**src/gdsf_pkg.sv**
```systemverilog
// Package: span and word transaction types, queue entry type and shared constants.
package gdsf_pkg;

	localparam int HALF_ROWS_DEF     = 32;
	localparam int WORDS_PER_ROW_DEF = 8;
	localparam int PIX_PER_WORD      = 16;
	localparam int SPAN_QUEUE_DEPTH  = 2;

	localparam logic [15:0] FULL_WORD   = 16'hFFFF;
	localparam logic [3:0]  LAST_BIT_IX = 4'd15;

	typedef struct packed {
		logic [5:0] row;
		logic [6:0] first_col;
		logic [6:0] last_col;
		logic       set_pixels;
	} span_t;

	typedef struct packed {
		logic [4:0]  vert_addr;
		logic [3:0]  horiz_addr;
		logic [15:0] word_data;
		logic        last_word;
	} word_t;

	// Classified span as it waits between front and back.
	typedef struct packed {
		logic [5:0] row;
		logic [4:0] vert;
		logic       half;
		logic [2:0] first_word;
		logic [2:0] last_word;
		logic [3:0] lo_bit;
		logic [3:0] hi_bit;
		logic       set_pixels;
	} span_entry_t;

endpackage

```
**src/gdsf_front.sv**
```systemverilog
// Front end: accept spans, wrap and split the row, clip columns, drop empty spans.
module gdsf_front #(
	parameter int HALF_ROWS     = gdsf_pkg::HALF_ROWS_DEF,
	parameter int WORDS_PER_ROW = gdsf_pkg::WORDS_PER_ROW_DEF
) (
	input  logic                  span_valid,
	output logic                  span_stall,
	input  gdsf_pkg::span_t       span,
	input  logic                  clearing,
	input  logic                  q_full,
	output logic                  push,
	output gdsf_pkg::span_entry_t push_entry
);

	localparam int NUM_ROWS = 2 * HALF_ROWS;
	localparam int NUM_COLS = WORDS_PER_ROW * gdsf_pkg::PIX_PER_WORD;

	logic [7:0] row_ext;
	logic [7:0] row_wrap;
	logic [7:0] vert_full;
	logic       half;
	logic [8:0] lc_ext;
	logic [8:0] lc_sat_ext;
	logic [6:0] lc_sat;
	logic       empty_span;

	assign row_ext  = {2'b00, span.row};
	assign row_wrap = (row_ext >= 8'(NUM_ROWS)) ? row_ext - 8'(NUM_ROWS) : row_ext;
	assign half      = (row_wrap >= 8'(HALF_ROWS));
	assign vert_full = half ? row_wrap - 8'(HALF_ROWS) : row_wrap;

	assign lc_ext     = {2'b00, span.last_col};
	assign lc_sat_ext = (lc_ext > 9'(NUM_COLS - 1)) ? 9'(NUM_COLS - 1) : lc_ext;
	assign lc_sat     = lc_sat_ext[6:0];
	assign empty_span = (span.first_col > lc_sat);

	assign span_stall = q_full || clearing;
	assign push       = span_valid && !span_stall && !empty_span;

	always_comb begin
		push_entry            = '0;
		push_entry.row        = row_wrap[5:0];
		push_entry.vert       = vert_full[4:0];
		push_entry.half       = half;
		push_entry.first_word = span.first_col[6:4];
		push_entry.last_word  = lc_sat[6:4];
		push_entry.lo_bit     = span.first_col[3:0];
		push_entry.hi_bit     = lc_sat[3:0];
		push_entry.set_pixels = span.set_pixels;
	end

endmodule

```
**config.mk**
```make
export PLATFORM = sky130hd
export DESIGN_NAME = gdsf_front
export DESIGN_NICKNAME = d
export VERILOG_FILES = /design/src/gdsf_pkg.sv /design/src/gdsf_front.sv
export SDC_FILE = /design/constraint.sdc
export NUM_CORES = 1
export LEC_CHECK = 0
export ABC_AREA = 1
export ABC_CLOCK_PERIOD_IN_PS = 1000
export BUFFER_PORTS_ARGS = -buffer_cell sky130_fd_sc_hd__buf_2
export CAP_MARGIN = 40
export CORE_AREA = 2 2 39 41
export DETAILED_ROUTE_END_ITERATION = 12
export DIE_AREA = 0 0 41 43
export MAX_ROUTING_LAYER = met4
export PLACE_DENSITY = 0.77
export SKIP_LAST_GASP = 1
export SLEW_MARGIN = 20
export SYNTH_ARGS = -nofsm -noshare
export SYNTH_HDL_FRONTEND = slang
export SYNTH_SLANG_ARGS = --single-unit
```
**constraint.sdc**
```tcl
create_clock -name vclk -period 1
set_input_delay 0 -clock vclk [all_inputs]
set_output_delay 0 -clock vclk [all_outputs]
set_load 0.02 [all_outputs]
```
==> impl_metrics.csv <==
group,metric,value,unit
yosys,syn_inst,65,
yosys,synthTopCellsByCount,"buf_4, inv_1, nand2_1",
critical_path,cp_cell_sequence,"buf_2 > ha_4 > nand2_1 > nor2_2 > nand4_1 > a21oi_2 > buf_4",
floorplanning,row_count,14,
sta,setup_viol,0,
layout,final_nets,103,
detailed_routing,m1WireLength,258,um
critical_path,cpMaxStageDelayCell,"ha_4",
yosys,ys_warn_count,0,
clocking,cts_setup_buffers,0,
detailed_routing,dr_total_vias,339,
sta,worst_slew_pin_slew,0.112,ns
detailed_routing,drt.antenna.violating_nets,0,
power,switching_share,54.6,%
sta,tns,0,ns
sta,hold_ws,0.00000883,ns
sta,hold_viol,0,
layout,fin_cells,86,
floorplanning,chipHeight,43,um
yosys,synth_seq_area_share,0,%
critical_path,cp-start-kind,"input pin",
min_path,min_from,"span[0]",
yosys,synth_top_cell_by_area,"buf_4",
detailed_routing,route.met2.wl,392,um
layout,fillers,153,
detailed_routing,route.met3.wl,83,um
floorplanning,initial_utilization,28.3,%
detailed_routing,drt_wl_total,734,um
critical_path,critPathMaxFanout,2,
detailed_routing,drc,0,
floorplanning,die_w,41,um
yosys,yosysTopAreaCellShare,38.3,%
min_path,hp-class,"in2out",
critical_path,cpPeakStageDelay,0.26,ns
layout,n_clock_buffer,0,
critical_path,cp-end-kind,"output pin",
power,power,0.234,mW
grt,track_usage,7.37,%
sta,post-route-period-util,94.8,%
layout,antenna_cells,0,
grt,overflow,0,
status,status,"complete, no violations",
grt,grt_pass1_wl,952,um
power,combPwrFrac,100.0,%
sta,fin_ws,0.0520,ns
floorplanning,pin_count,53,
sta,worst_slew_margin_rel,92.6,%
sta,post-route-min-period,0.948,ns
layout,seq_cell_count,0,
grt,grt_pass1_vias,285,
place,postPlaceCellArea,397,um^2
detailed_routing,firstDrtPassIters,1,
power,power_density,472,nW/um^2
detailed_routing,first_iter_violations,0,
clocking,ctsHoldBuffers,0,
layout,multi_input_area,240,um^2
layout,fin_area,495,um^2
grt,grt_max_degree,4,
power,leakage,0.292,nW
critical_path,cp.required,1.00,ns
yosys,synth_cell_types,9,
power,p_sw,0.128,mW
place,port-buffer-count,33,
floorplanning,dieArea,1760,um^2
critical_path,cpLargestDelayFamily,"buffers and inverters",
min_path,min_to,"push_entry[0]",
yosys,synth_most_common_cell,"buf_4",
detailed_routing,wl_per_cell,8.53,um
yosys,avgSynthCellArea,6.03,um^2
yosys,syn-cell-area,392,um^2
place,place_ws,-0.0545,ns
floorplanning,core,1380,um^2
power,ir_drop,0.000166,V
power,cellInternalPower,0.106,mW
critical_path,timing_worst_setup_path_type,"in2out",
detailed_routing,dr.max_layer_used,"met3",
power,seqPwrFrac,0,%
flow_run,maxCapViolCount,0,
power,p_clk_share,0,%
place,place_congestion,0.608,
place,detailed_place_hpwl,585,um
grt,antenna_found_initial,0,
critical_path,crit_cells,7,
place,dp.cells,86,
yosys,syn-num-nets,96,
min_path,hold_depth,0,
layout,drive_gt1_share,67.1,%
layout,utilization,35.8,%
sta,drv_slew,0,
layout,register_area,0,um^2
yosys,synth_area_leaders,"buf_4, ha_1, inv_1, nand2_1, clkbuf_1",
critical_path,cp.arrival,0.95,ns
sta,fmax,1050,MHz
layout,synthToLayoutAreaGrowth,26.5,%
critical_path,critPathBufInv,2,
detailed_routing,routed_via_density,3.94,
## power by group through the flow
| stage | combinational [mW] | sequential, mW | clock [mW] |
|---|---|---|---|
| CTS | 0.209 | 0 | 0 |
| floorplan | 0.211 | 0 | 0 |
| detailed placement | 0.184 | 0 | 0 |
| finish | 0.234 | 0 | 0 |
| global route | 0.263 | 0 | 0 |
| global placement | 0.181 | 0 | 0 |
## layout by cell type, fill, tap and decap left out, types with 2 or more instances in the layout
master / instances
buf_2: 29
nand3_1: 2
buf_6: 3
inv_1: 8
a21oi_2: 2
inv_2: 5
nand2_1: 9
ha_1: 2
ha_4: 5
## logic make-up after synthesis
group	Yosys count	synth area share, %
simple gates	14	15.3
buf+inv	41	58.5
compound gates	3	3.83
fa+ha+maj	7	22.4
## worst max path at each step
stage	from	endpoint	slack, ns
global placement	span[14]	push	-0.05
finish	span[11]	push	0.05
floorplan	span[7]	push	0.04
global route	span[11]	push	-0.007
CTS	span[5]	push	0.003
detailed placement	span[14]	push	-0.05
## layout make-up
cell class                      count  share of cell area, %
Inverter                           13                   9.85
Tap cell                           16                   4.04
Multi-Input combinational cell     24                   48.5
Timing Repair Buffer               33                   37.6
## what timing repair did
action / 4_1_cts / 5_1_grt
resized for setup: 7 / 11
gates cloned: 0 / 0
setup endpoints to repair: 1 / 1
pin swaps: 5 / 9
## metal layers
metal,vias to the layer above,global-route usage [%]
met3,0,0
li1,179,-
met4,0,0
met5,-,-
met1,137,7.91
met2,23,14.7
Power figures use the tool's default switching activity.
