==> src/gdsf_pkg.sv <==
// Package: span and word transaction types, queue entry type and shared constants.
package gdsf_pkg;

	localparam int HALF_ROWS_DEF     = 32;
	localparam int WORDS_PER_ROW_DEF = 8;
	localparam int PIX_PER_WORD      = 16;
	localparam int SPAN_QUEUE_DEPTH  = 2;

	localparam logic [15:0] FULL_WORD   = 16'hFFFF;
	localparam logic [3:0]  LAST_BIT_IX = 4'd15;

	typedef struct packed {
		logic [5:0] row;
		logic [6:0] first_col;
		logic [6:0] last_col;
		logic       set_pixels;
	} span_t;

	typedef struct packed {
		logic [4:0]  vert_addr;
		logic [3:0]  horiz_addr;
		logic [15:0] word_data;
		logic        last_word;
	} word_t;

	// Classified span as it waits between front and back.
	typedef struct packed {
		logic [5:0] row;
		logic [4:0] vert;
		logic       half;
		logic [2:0] first_word;
		logic [2:0] last_word;
		logic [3:0] lo_bit;
		logic [3:0] hi_bit;
		logic       set_pixels;
	} span_entry_t;

endpackage

==> src/gdsf_queue.sv <==
// Span queue: short FIFO of classified spans between front and back.
module gdsf_queue (
	input  logic                  clk,
	input  logic                  arst_n,
	input  logic                  push,
	input  gdsf_pkg::span_entry_t push_entry,
	output logic                  full,
	input  logic                  pop,
	output gdsf_pkg::span_entry_t head,
	output logic                  head_valid
);

	localparam int DEPTH = gdsf_pkg::SPAN_QUEUE_DEPTH;
	localparam int PTR_W = (DEPTH > 1) ? $clog2(DEPTH) : 1;
	localparam int CNT_W = $clog2(DEPTH + 1);

	gdsf_pkg::span_entry_t slots_q [DEPTH];
	logic [PTR_W-1:0] wr_ptr_q;
	logic [PTR_W-1:0] rd_ptr_q;
	logic [CNT_W-1:0] count_q;

	assign full       = (count_q == CNT_W'(DEPTH));
	assign head_valid = (count_q != '0);
	assign head       = slots_q[rd_ptr_q];

	always_ff @(posedge clk or negedge arst_n) begin
		if (!arst_n) begin
			wr_ptr_q <= '0;
			rd_ptr_q <= '0;
			count_q  <= '0;
		end else begin
			if (push) begin
				wr_ptr_q <= (wr_ptr_q == PTR_W'(DEPTH - 1)) ? '0 : wr_ptr_q + 1'b1;
			end
			if (pop) begin
				rd_ptr_q <= (rd_ptr_q == PTR_W'(DEPTH - 1)) ? '0 : rd_ptr_q + 1'b1;
			end
			if (push && !pop) begin
				count_q <= count_q + 1'b1;
			end else if (pop && !push) begin
				count_q <= count_q - 1'b1;
			end
		end
	end

	always_ff @(posedge clk) begin
		if (push) begin
			slots_q[wr_ptr_q] <= push_entry;
		end
	end

`ifndef SYNTHESIS
	a_no_overflow: assert property (@(posedge clk) disable iff (!arst_n)
		push |-> (!full || pop))
		else $error("span queue written while full");
	a_no_underflow: assert property (@(posedge clk) disable iff (!arst_n)
		pop |-> head_valid)
		else $error("span queue popped while empty");
`endif

endmodule

==> config.mk <==
export PLATFORM = sky130hd
export DESIGN_NAME = gdsf_queue
export DESIGN_NICKNAME = d
export VERILOG_FILES = /design/src/gdsf_pkg.sv /design/src/gdsf_queue.sv
export SDC_FILE = /design/constraint.sdc
export NUM_CORES = 1
export LEC_CHECK = 0
export BUFFER_PORTS_ARGS = -buffer_cell sky130_fd_sc_hd__buf_2
export CELL_PAD_IN_SITES_DETAIL_PLACEMENT = 1
export CELL_PAD_IN_SITES_GLOBAL_PLACEMENT = 1
export CORE_ASPECT_RATIO = 1.2
export CORE_MARGIN = 8
export CORE_UTILIZATION = 35
export DETAILED_ROUTE_END_ITERATION = 16
export PLACE_DENSITY = 0.69
export REMOVE_ABC_BUFFERS = 1
export SLEW_MARGIN = 0
export SYNTH_ARGS = -nofsm -noshare
export SYNTH_HDL_FRONTEND = slang
export SYNTH_SLANG_ARGS = --single-unit
==> constraint.sdc <==
create_clock -name clk -period 2.7 [get_ports clk]
set_input_delay 0.135 -clock clk [delete_from_list [all_inputs] [get_ports clk]]
set_output_delay 0.135 -clock clk [all_outputs]
set_load 0.005 [all_outputs]
==> results of run 1 <==
-- cell usage after synthesis --
cell and instances:
edfxtp_1 54, xor2_1 4, nor2b_1 2, xnor2_1 1, ha_1 1, mux2_4 19
buf_6 1, inv_1 1, mux2_2 8, and2_1 1, nor2_1 1, or2_2 1
dfrtp_1 4, buf_12 2
-- flip-flops by register name, indices dropped and copies added (netlist names) --
| register | count |
|---|---|
| count_q | 2 |
| rd_ptr_q | 1 |
| slots_q | 54 |
| wr_ptr_q | 1 |
-- cells by family after synthesis --
family	count (synthesis)
flip-flops	58
AND/OR/NAND/NOR	5
XOR/XNOR	5
adder cells (fa/ha/maj)	1
multiplexers	27
buffers and inverters	4
-- power groups by stage --
stage               Clock, mW  Sequential, mW  Combinational [mW]
floorplan                   0            1.34               0.446
global placement            0            1.31               0.805
detailed placement          0            1.33               0.822
CTS                     0.785            1.31               0.854
global route            0.826            1.33               0.909
finish                  0.766            1.31               0.827
-- area by class of cell --
cell class              instances  share of cell area, %
flip-flops and latches         58                  56.19
repair buffers                 87                  18.95
multi-input cells              38                  15.11
clock buffers                  13                  4.859
well taps                      85                  3.471
clock inverters                 3                  1.307
inverters                       1                 0.1225
-- metal layers --
layer	vias to the layer above	part of all wire, %
met4	0	1.9
met2	42	54
met1	603	36
met3	11	7.7
li1	573	-
met5	-	0
-- timing repair --
action,CTS,global route
hold endpoints to repair,49,2
buffers inserted,0,0
hold buffers,24,1
-- critical path, stage by stage (launching register included) --
cell and delay (ps):
dfrtp_1 780, buf_12 260, mux2_2 350, buf_2 130
-- per-stage QoR --
| step | cell area, sq um | setup slack [ps] |
|---|---|---|
| after floorplan | 2186 | 663.8 |
| after global placement | 2625 | 1072 |
| after detailed placement | 2625 | 1048 |
| after CTS | 3054 | 685.7 |
| after global routing | 3064 | 616.1 |
| final | 3064 | 719.1 |
-- how the worst min path moves through the flow --
| stage | from | endpoint | slack, ps | cells past startpoint |
|---|---|---|---|---|
| 2_1_floorplan | arst_n | count_q[0] | -160 | 0 |
| 3_3_place_gp | arst_n | count_q[1] | -50 | 1 |
| 3_5_place_dp | arst_n | count_q[0] | -50 | 1 |
| 4_1_cts | push_entry[8] | slots_q[0][8] | 1 | 1 |
| 5_1_grt | push_entry[11] | slots_q[0][11] | 3 | 1 |
| 6_report | push_entry[11] | slots_q[0][11] | 10 | 1 |
-- layout by cell type, fill, tap and decap left out --
| master | synthesis | final |
|---|---|---|
| ha_1 | 1 | 1 |
| edfxtp_1 | 54 | 54 |
| buf_2 | 0 | 59 |
| mux2_2 | 8 | 8 |
| nor2_1 | 1 | 1 |
| nor2b_2 | 0 | 1 |
| xnor2_1 | 1 | 1 |
| clkbuf_8 | 0 | 10 |
| or2_2 | 1 | 1 |
| buf_4 | 0 | 2 |
| mux2_4 | 19 | 19 |
| buf_12 | 2 | 1 |
| bufinv_16 | 0 | 1 |
| clkbuf_1 | 0 | 3 |
| clkinv_2 | 0 | 2 |
| and2_1 | 1 | 1 |
| inv_1 | 1 | 1 |
| dlygate4sd3_1 | 0 | 25 |
| xor2_1 | 4 | 4 |
| dfrtp_1 | 4 | 4 |
| nor2b_1 | 2 | 1 |
==> results.md, run 1 <==
- Synthesis Warnings: 0
- Dpl hpwl: between 3 and 4 mm
- Initial core utilization: between 30% and 40%
- Nets: 227
- Placed cell count: 244
- IO buf count: 59
- Reg2Reg Depth: 2
- CP arrival: 1850 ps
- Vias per inst: between 4 and 5
- Max-cap violations: 0
- Fin. Hold Viols: 0
- Seq cells post-synth: 58
- CP Capture Type: primary output
- Comb power frac: between 20% and 30%
- IO Pins: 60
- Area leader, netlist: edfxtp_1
- DR iter-0 viols: 21
- Adder-cell share of the synthesized area: 0.5593%
- CTS tree: done
- WL per Instance: 16.60 um
- M3 GR Usage: 4.506%
- Sw power: 0.7674 mW
- Switching Share: 26.43%
- CTS Buffer Depth: 2
- Ranking of synthesized cells by area: edfxtp_1 (72%), mux2_4 (13%), dfrtp_1 (4.5%)
- Global route hottest layer: met2
- Met1 GRT Util: 10.06%
- Synth Area in Compound Gates: 0%
- Max FO, Critical Path: 17
- CORE AREA: approximately 6300 sq um
- DRT antenna net count: 0
- Leakage Power: 1.241 nW
- Root Buffer: clkbuf_8
- Startpoint Class: flop
- Worst endpoint required time: 2570 ps
- Critical Path End: head[6]
- GRT overflow: 0
- Via count: between 1000 and 1500
- RePlAce Congestion: 0.6639
- Pins Over Slew Limit: 0
- Reg2Reg Launch Point: wr_ptr_q
- Clk sinks: 58
- Tot Pwr: 2.904 mW
- GRT Util Overall: 11.25%
- Register area share after synthesis: 76.96%
- Chip Height: 103.6 um
- Post-Layout Cell Count: 285
- Slew headroom: between 50% and 60%
- Fill cells: between 600 and 700
- Worst-Margin Slew: about 680 ps
- Vias in the first global route: 1517
- CTS Buf Count: 9
- Tmin final: 1981 ps
- Final wirelength: 4.730 mm
- VDD IR-drop max: 539.3 uV
- Worst hold path type: in2reg
- Reg2Reg Capture Point: slots_q[0][20]
- Multi-input gate area: 462.9 sq um
- Post-Synth XOR/XNOR Area: 1.957%
- DR DRC count: 0
- Final period utilization: 73.36%
- Clock power share: 26.4%
- Beginning of the critical path: rd_ptr_q
- Mapped cell area: about 2200 sq um
- Mux cell area share after synthesis: 16.78%
- Pwr Density: 947.6 nW/um^2
- Die X: 88.99 um
- Syn Area/Cell: 22.37 sq um
- Worst skew pair latency: between 300 and 400 ps
- Count of cell types in the netlist: 14
- Die area: between 9000 and 10000 sq um
- # resized after CTS: 0
- R2r setup slk: 1090 ps
- Cells after Synth: 100
- Grt met2 use: 20.34%
- Post-synthesis simple-gate area fraction: 1.286%
- Fmax: 504.8 MHz
- TritonRoute pass-1 iters: 3
- Largest family of logic cells by synthesized area: multiplexers
- Initial antenna violation count: 0
- TNS Setup: 0 ps
- Post-layout util: 48.44%
- Register area: 1722 sq um
- Layout cells sized above 1: between 50% and 60%
- H-tree levels: 3
- Synth top area share: 72.48%
- Area Overhead vs Synth: 36.97%
- Final setup skew: ~7.0 ps
- Pin count of the biggest net entering global routing: 28
- Internal power: 2.136 mW
- First-pass GRT wire length: 7.555 mm
- # rows: 32
- Setup violators final: 0
- Worst Path Class, Setup: reg2out
- Outcome: finished, final reports clean
- RSZ-0062 raised after global routing: no
- N_diodes: 0
- Hold WS: 12.60 ps
- Sequential share of power: between 40 and 50%
- Worst-path clk slew: 60 ps
No activity file was read; power rests on OpenSTA's default activity.
==> inputs of run 2 (changes only) <==
--- a/config.mk
+++ b/config.mk
@@ -12,7 +12,7 @@
 export CORE_MARGIN = 8
 export CORE_UTILIZATION = 35
 export DETAILED_ROUTE_END_ITERATION = 16
-export PLACE_DENSITY = 0.69
+export PLACE_DENSITY = 0.72
 export REMOVE_ABC_BUFFERS = 1
 export SLEW_MARGIN = 0
 export SYNTH_ARGS = -nofsm -noshare
==> constraint.sdc (replaced) <==
create_clock -name clk -period 1.7 [get_ports clk]
set_input_delay 0.085 -clock clk [delete_from_list [all_inputs] [get_ports clk]]
set_output_delay 0.085 -clock clk [all_outputs]
set_load 0.005 [all_outputs]
==> results.md, run 2 (synthesis results as in run 1) <==
- First-pass GRT wire length: 7.479 mm
- Max-cap violations: 0
- Root Buffer: clkbuf_8
- Sequential share of power: 45.8%
- Worst Path Class, Setup: reg2out
- Global route hottest layer: met2
- CP Capture Type: primary output
- Register bank with the most flops: slots_q
- GRT overflow: 0
- Met1 GRT Util: roughly 10%
- Vias per inst: 4.277
- Setup Buffers After CTS: 0
- Max FO, Critical Path: 16
- CTS Buffer Depth: 2
- Pwr Density: 1424 nW/um^2
- Die area: 9217 sq um
- TNS Setup: 0 ps
- Fmax: about 650 MHz
- Slew headroom: 82.08%
- IO Pins: 60
- CP arrival: 1450 ps
- Commonest cells after routing, fill and taps aside: buf_2 (59), edfxtp_1 (54), dlygate4sd3_1 (30)
- Pins Over Slew Limit: 0
- Worst-Margin Slew: 268.8 ps
- Grt met2 use: about 21%
- Nets: 234
- CTS Buf Count: 9
- Leakage Power: 1.255 nW
- WL per Instance: 16.04 um
- DP Area: 2640 sq um
- Fill cells: 642
- # resized after CTS: 0
- N_diodes: 0
- Worst skew pair latency: approximately 320 ps
- Final wirelength: 4.684 mm
- Worst hold path type: in2async
- DRT antenna net count: 0
- RSZ-0062 raised after global routing: no
- Worst endpoint required time: 1620 ps
- CTS tree: done
- Sw power: between 1 and 1.5 mW
- Startpoint Class: flop
- Final period utilization: ~90%
- H-tree levels: 3
- Area Overhead vs Synth: 38.31%
- Tmin final: 1535 ps
- Pin count of the biggest net entering global routing: 28
- Switching Share: 27.08%
- Largest registers: slots_q (54), count_q (2)
- Layout cells sized above 1: 50.72%
- Register area: 1722 sq um
- Clock power share: 22.3%
- DR DRC count: 0
- Clk sinks: 58
- TritonRoute pass-1 iters: 3
- M3 GR Usage: 4.269%
- # rows: 32
- Outcome: finished, final reports clean
- R2r setup slk: 560 ps
- Multi-input gate area: 462.9 sq um
- Final Instance Area: 3094 sq um
- DR iter-0 viols: 57
- Initial antenna violation count: 0
- Hold WS: 107.7 ps
- Via count: 1249
- VDD IR-drop max: 680.9 uV
- Initial core utilization: a little over a third
- Comb power frac: 31.9%
- RePlAce Congestion: 0.6251
- Chip Height: approximately 100 um
- Final setup skew: 4.864 ps
- CTS Hold Bufs: 30
- Vias in the first global route: 1471
- Fin. Hold Viols: 0
- Worst-path clk slew: approximately 60 ps
- Reg2Reg Depth: 2
- IO buf count: 59
- Most common cell after layout, fill and taps aside: buf_2
- GRT Util Overall: 11.07%
- Setup violators final: 0
- CORE AREA: 6326 sq um
- Internal power: between 3 and 4 mW
- Max FFs per register: 54
- Die X: 88.99 um
-- run 2: per-layer routing --
layer	part of all wire, %	vias to the layer above
met5	0	-
met4	1.1	0
met3	5.4	5
met2	59	34
met1	34	619
li1	-	591
-- run 2: final timing paths --
kind / startpoint / end
max: rd_ptr_q / head[26]
min: arst_n / count_q[0]
max reg2reg: wr_ptr_q / slots_q[0][14]
min reg2reg: count_q[1] / count_q[1]
max in group asynchronous: arst_n / wr_ptr_q
min in group clk: push_entry[20] / slots_q[1][20]
-- run 2: worst max-delay path, stage by stage (launching register included) --
cell,delay [ps]
dfrtp_1,340
buf_4,280
mux2_2,380
buf_2,130
-- run 2: layout make-up --
class / count / area share (%)
clock buffers: 12 / 4.367
clock inverters: 4 / 0.6066
inverters: 1 / 0.1213
multi-input cells: 38 / 14.96
flip-flops and latches: 58 / 55.64
well taps: 85 / 3.437
repair buffers: 94 / 20.87
-- run 2: per-stage QoR --
stage / total power, mW / instances / setup slack [ps] / util (%)
3_3_place_gp: 3.349 / 246 / 524.9 / 41.73
6_report: 4.405 / 292 / 164.7 / 48.91
3_5_place_dp: 3.431 / 246 / 493.2 / 41.73
5_1_grt: 4.652 / 292 / 92.47 / 48.91
2_1_floorplan: 2.839 / 97 / -336.2 / -
4_1_cts: 4.483 / 292 / 138.4 / 48.91
-- run 2: power groups by stage --
stage	logic [mW]	registers, mW	clock network (mW)
finish	1.40	2.02	0.982
global route	1.52	2.05	1.09
CTS	1.44	2.02	1.02
detailed placement	1.38	2.05	0
global placement	1.34	2.01	0
floorplan	0.708	2.13	0
==> inputs of run 3 (changes only) <==
--- a/config.mk
+++ b/config.mk
@@ -10,9 +10,9 @@
 export CELL_PAD_IN_SITES_GLOBAL_PLACEMENT = 1
 export CORE_ASPECT_RATIO = 1.2
 export CORE_MARGIN = 8
-export CORE_UTILIZATION = 35
+export CORE_UTILIZATION = 39
 export DETAILED_ROUTE_END_ITERATION = 16
-export PLACE_DENSITY = 0.72
+export PLACE_DENSITY = 0.78
 export REMOVE_ABC_BUFFERS = 1
 export SLEW_MARGIN = 0
 export SYNTH_ARGS = -nofsm -noshare
==> results.md, run 3 (synthesis results as in run 1) <==
- Chip Height: 98.97 um
- Final setup skew: approximately 9.1 ps
- Vias in the first global route: around 1500
- Worst-path clk slew: roughly 70 ps
- DRT antenna net count: 0
- Final period utilization: 91.81%
- Post-Layout Cell Count: 270
- Worst-Margin Slew: 339.8 ps
- Max FFs per register: 54
- Fill cells: 530
- Startpoint Class: flop
- Fin. Hold Viols: 0
- DR DRC count: 0
- Initial core utilization: around 40%
- Worst endpoint required time: 1620 ps
- CTS Buf Count: 9
- Via count: around 1200
- DP Area: 2631 sq um
- Root Buffer: clkbuf_8
- Slew headroom: 77.24%
- Tot Pwr: 4.664 mW
- Setup violators final: 0
- Die area: 8426 sq um
- Reg2Reg Launch Point: wr_ptr_q
- First-pass GRT wire length: 7.527 mm
- IO Pins: 60
- # rows: 30
- Pwr Density: 1497 nW/um^2
- Setup Buffers After CTS: 0
- DR iter-0 viols: between 70 and 80
- GRT Util Overall: 12.16%
- Register bank with the most flops: slots_q
- Worst skew pair latency: roughly 330 ps
- Critical path buffers and inverters: 2
- Max FO, Critical Path: 23
- RSZ-0062 raised after global routing: no
- H-tree levels: 3
- Pins Over Slew Limit: 0
- GRT overflow: 0
- N_diodes: 0
- CP peak stage delay: 410 ps
- Pin count of the biggest net entering global routing: 24
- Worst hold path type: in2async
- Hold WS: 108.7 ps
- Die X: 85.14 um
- Dpl hpwl: 3.265 mm
- CTS Hold Bufs: 30
- Most common cell after layout, fill and taps aside: buf_2
- CORE AREA: 5593 sq um
- Leakage Power: 1.272 nW
- Reg2Reg Depth: 2
- Max-cap violations: 0
- IO buf count: around 60
- Reg2Reg Capture Point: slots_q[0][8]
- CP cell instances: buf_12 > mux2_2 > buf_2
- Tmin final: 1561 ps
- Final wirelength: a little under 5 mm
- Fmax: 640.7 MHz
- Slowest stage cell, crit path: dfrtp_1
- Clk sinks: 58
- Nets: 233
- Placed cell count: 224
- Layout cells sized above 1: 51.94%
- CTS tree: done
- # resized after CTS: 0
- RePlAce Congestion: 0.6992
- Outcome: finished, final reports clean
- R2r setup slk: 420 ps
- Final Instance Area: 3117 sq um
- VDD IR-drop max: 611.6 uV
- Initial antenna violation count: 0
- Largest delay contributor family on the critical path: flip-flops
- CP arrival: roughly 1500 ps
- Area Overhead vs Synth: 39.32%
- CP Capture Type: primary output
- CTS Buffer Depth: 2
- Worst Path Class, Setup: reg2out
- Largest registers: slots_q (54), count_q (2)
- TritonRoute pass-1 iters: 4
- Vias per inst: roughly 4.6
- Commonest cells after routing, fill and taps aside: buf_2 (59), edfxtp_1 (54), dlygate4sd3_1 (30)
- WL per Instance: 18.34 um
## run 3: metal layers
metal  vias to the layer above  share of wire, %  GRT usage (%)
met5                         -                 0              0
met4                         0               1.9          7.005
met3                         6               7.2          5.329
met2                        43                54          21.51
met1                       598                36          11.30
li1                        586                 -              -
## run 3: worst max-delay path by stage
stage	start	to	slack [ps]	cells past startpoint
after floorplan	wr_ptr_q	slots_q[0][0]	-340	1
after global placement	wr_ptr_q	slots_q[0][4]	510	2
after detailed placement	wr_ptr_q	slots_q[0][1]	430	2
after CTS	rd_ptr_q	head[7]	140	3
after global routing	rd_ptr_q	head[13]	80	3
final	rd_ptr_q	head[13]	140	3
## run 3: layout make-up
cell class / count / area [sq um] / area share (%)
sequential: 58 / 1722 / 55.24
multi-input combinational: 38 / 462.9 / 14.85
tap: 64 / 80.08 / 2.569
timing repair buffer: 93 / 663.1 / 21.28
inverter: 1 / 3.754 / 0.1204
clock buffer: 10 / 127.6 / 4.095
clock inverter: 6 / 57.56 / 1.847
## run 3: power breakdown
group	internal, mW	switching [mW]	leakage (nW)	total (mW)
Combinational	0.827	0.629	0.623	1.46
Clock	0.666	0.519	0.0958	1.18
Sequential	1.91	0.118	0.553	2.02
## run 3: through the flow
stage / setup slack [ps] / utilization, % / TNS, ps
finish: 139.2 / 55.73 / 0
global route: 78.76 / 55.73 / 0
CTS: 143.6 / 55.73 / 0
detailed placement: 433.1 / 47.05 / 0
global placement: 508.8 / 47.05 / 0
floorplan: -336.2 / - / -9078
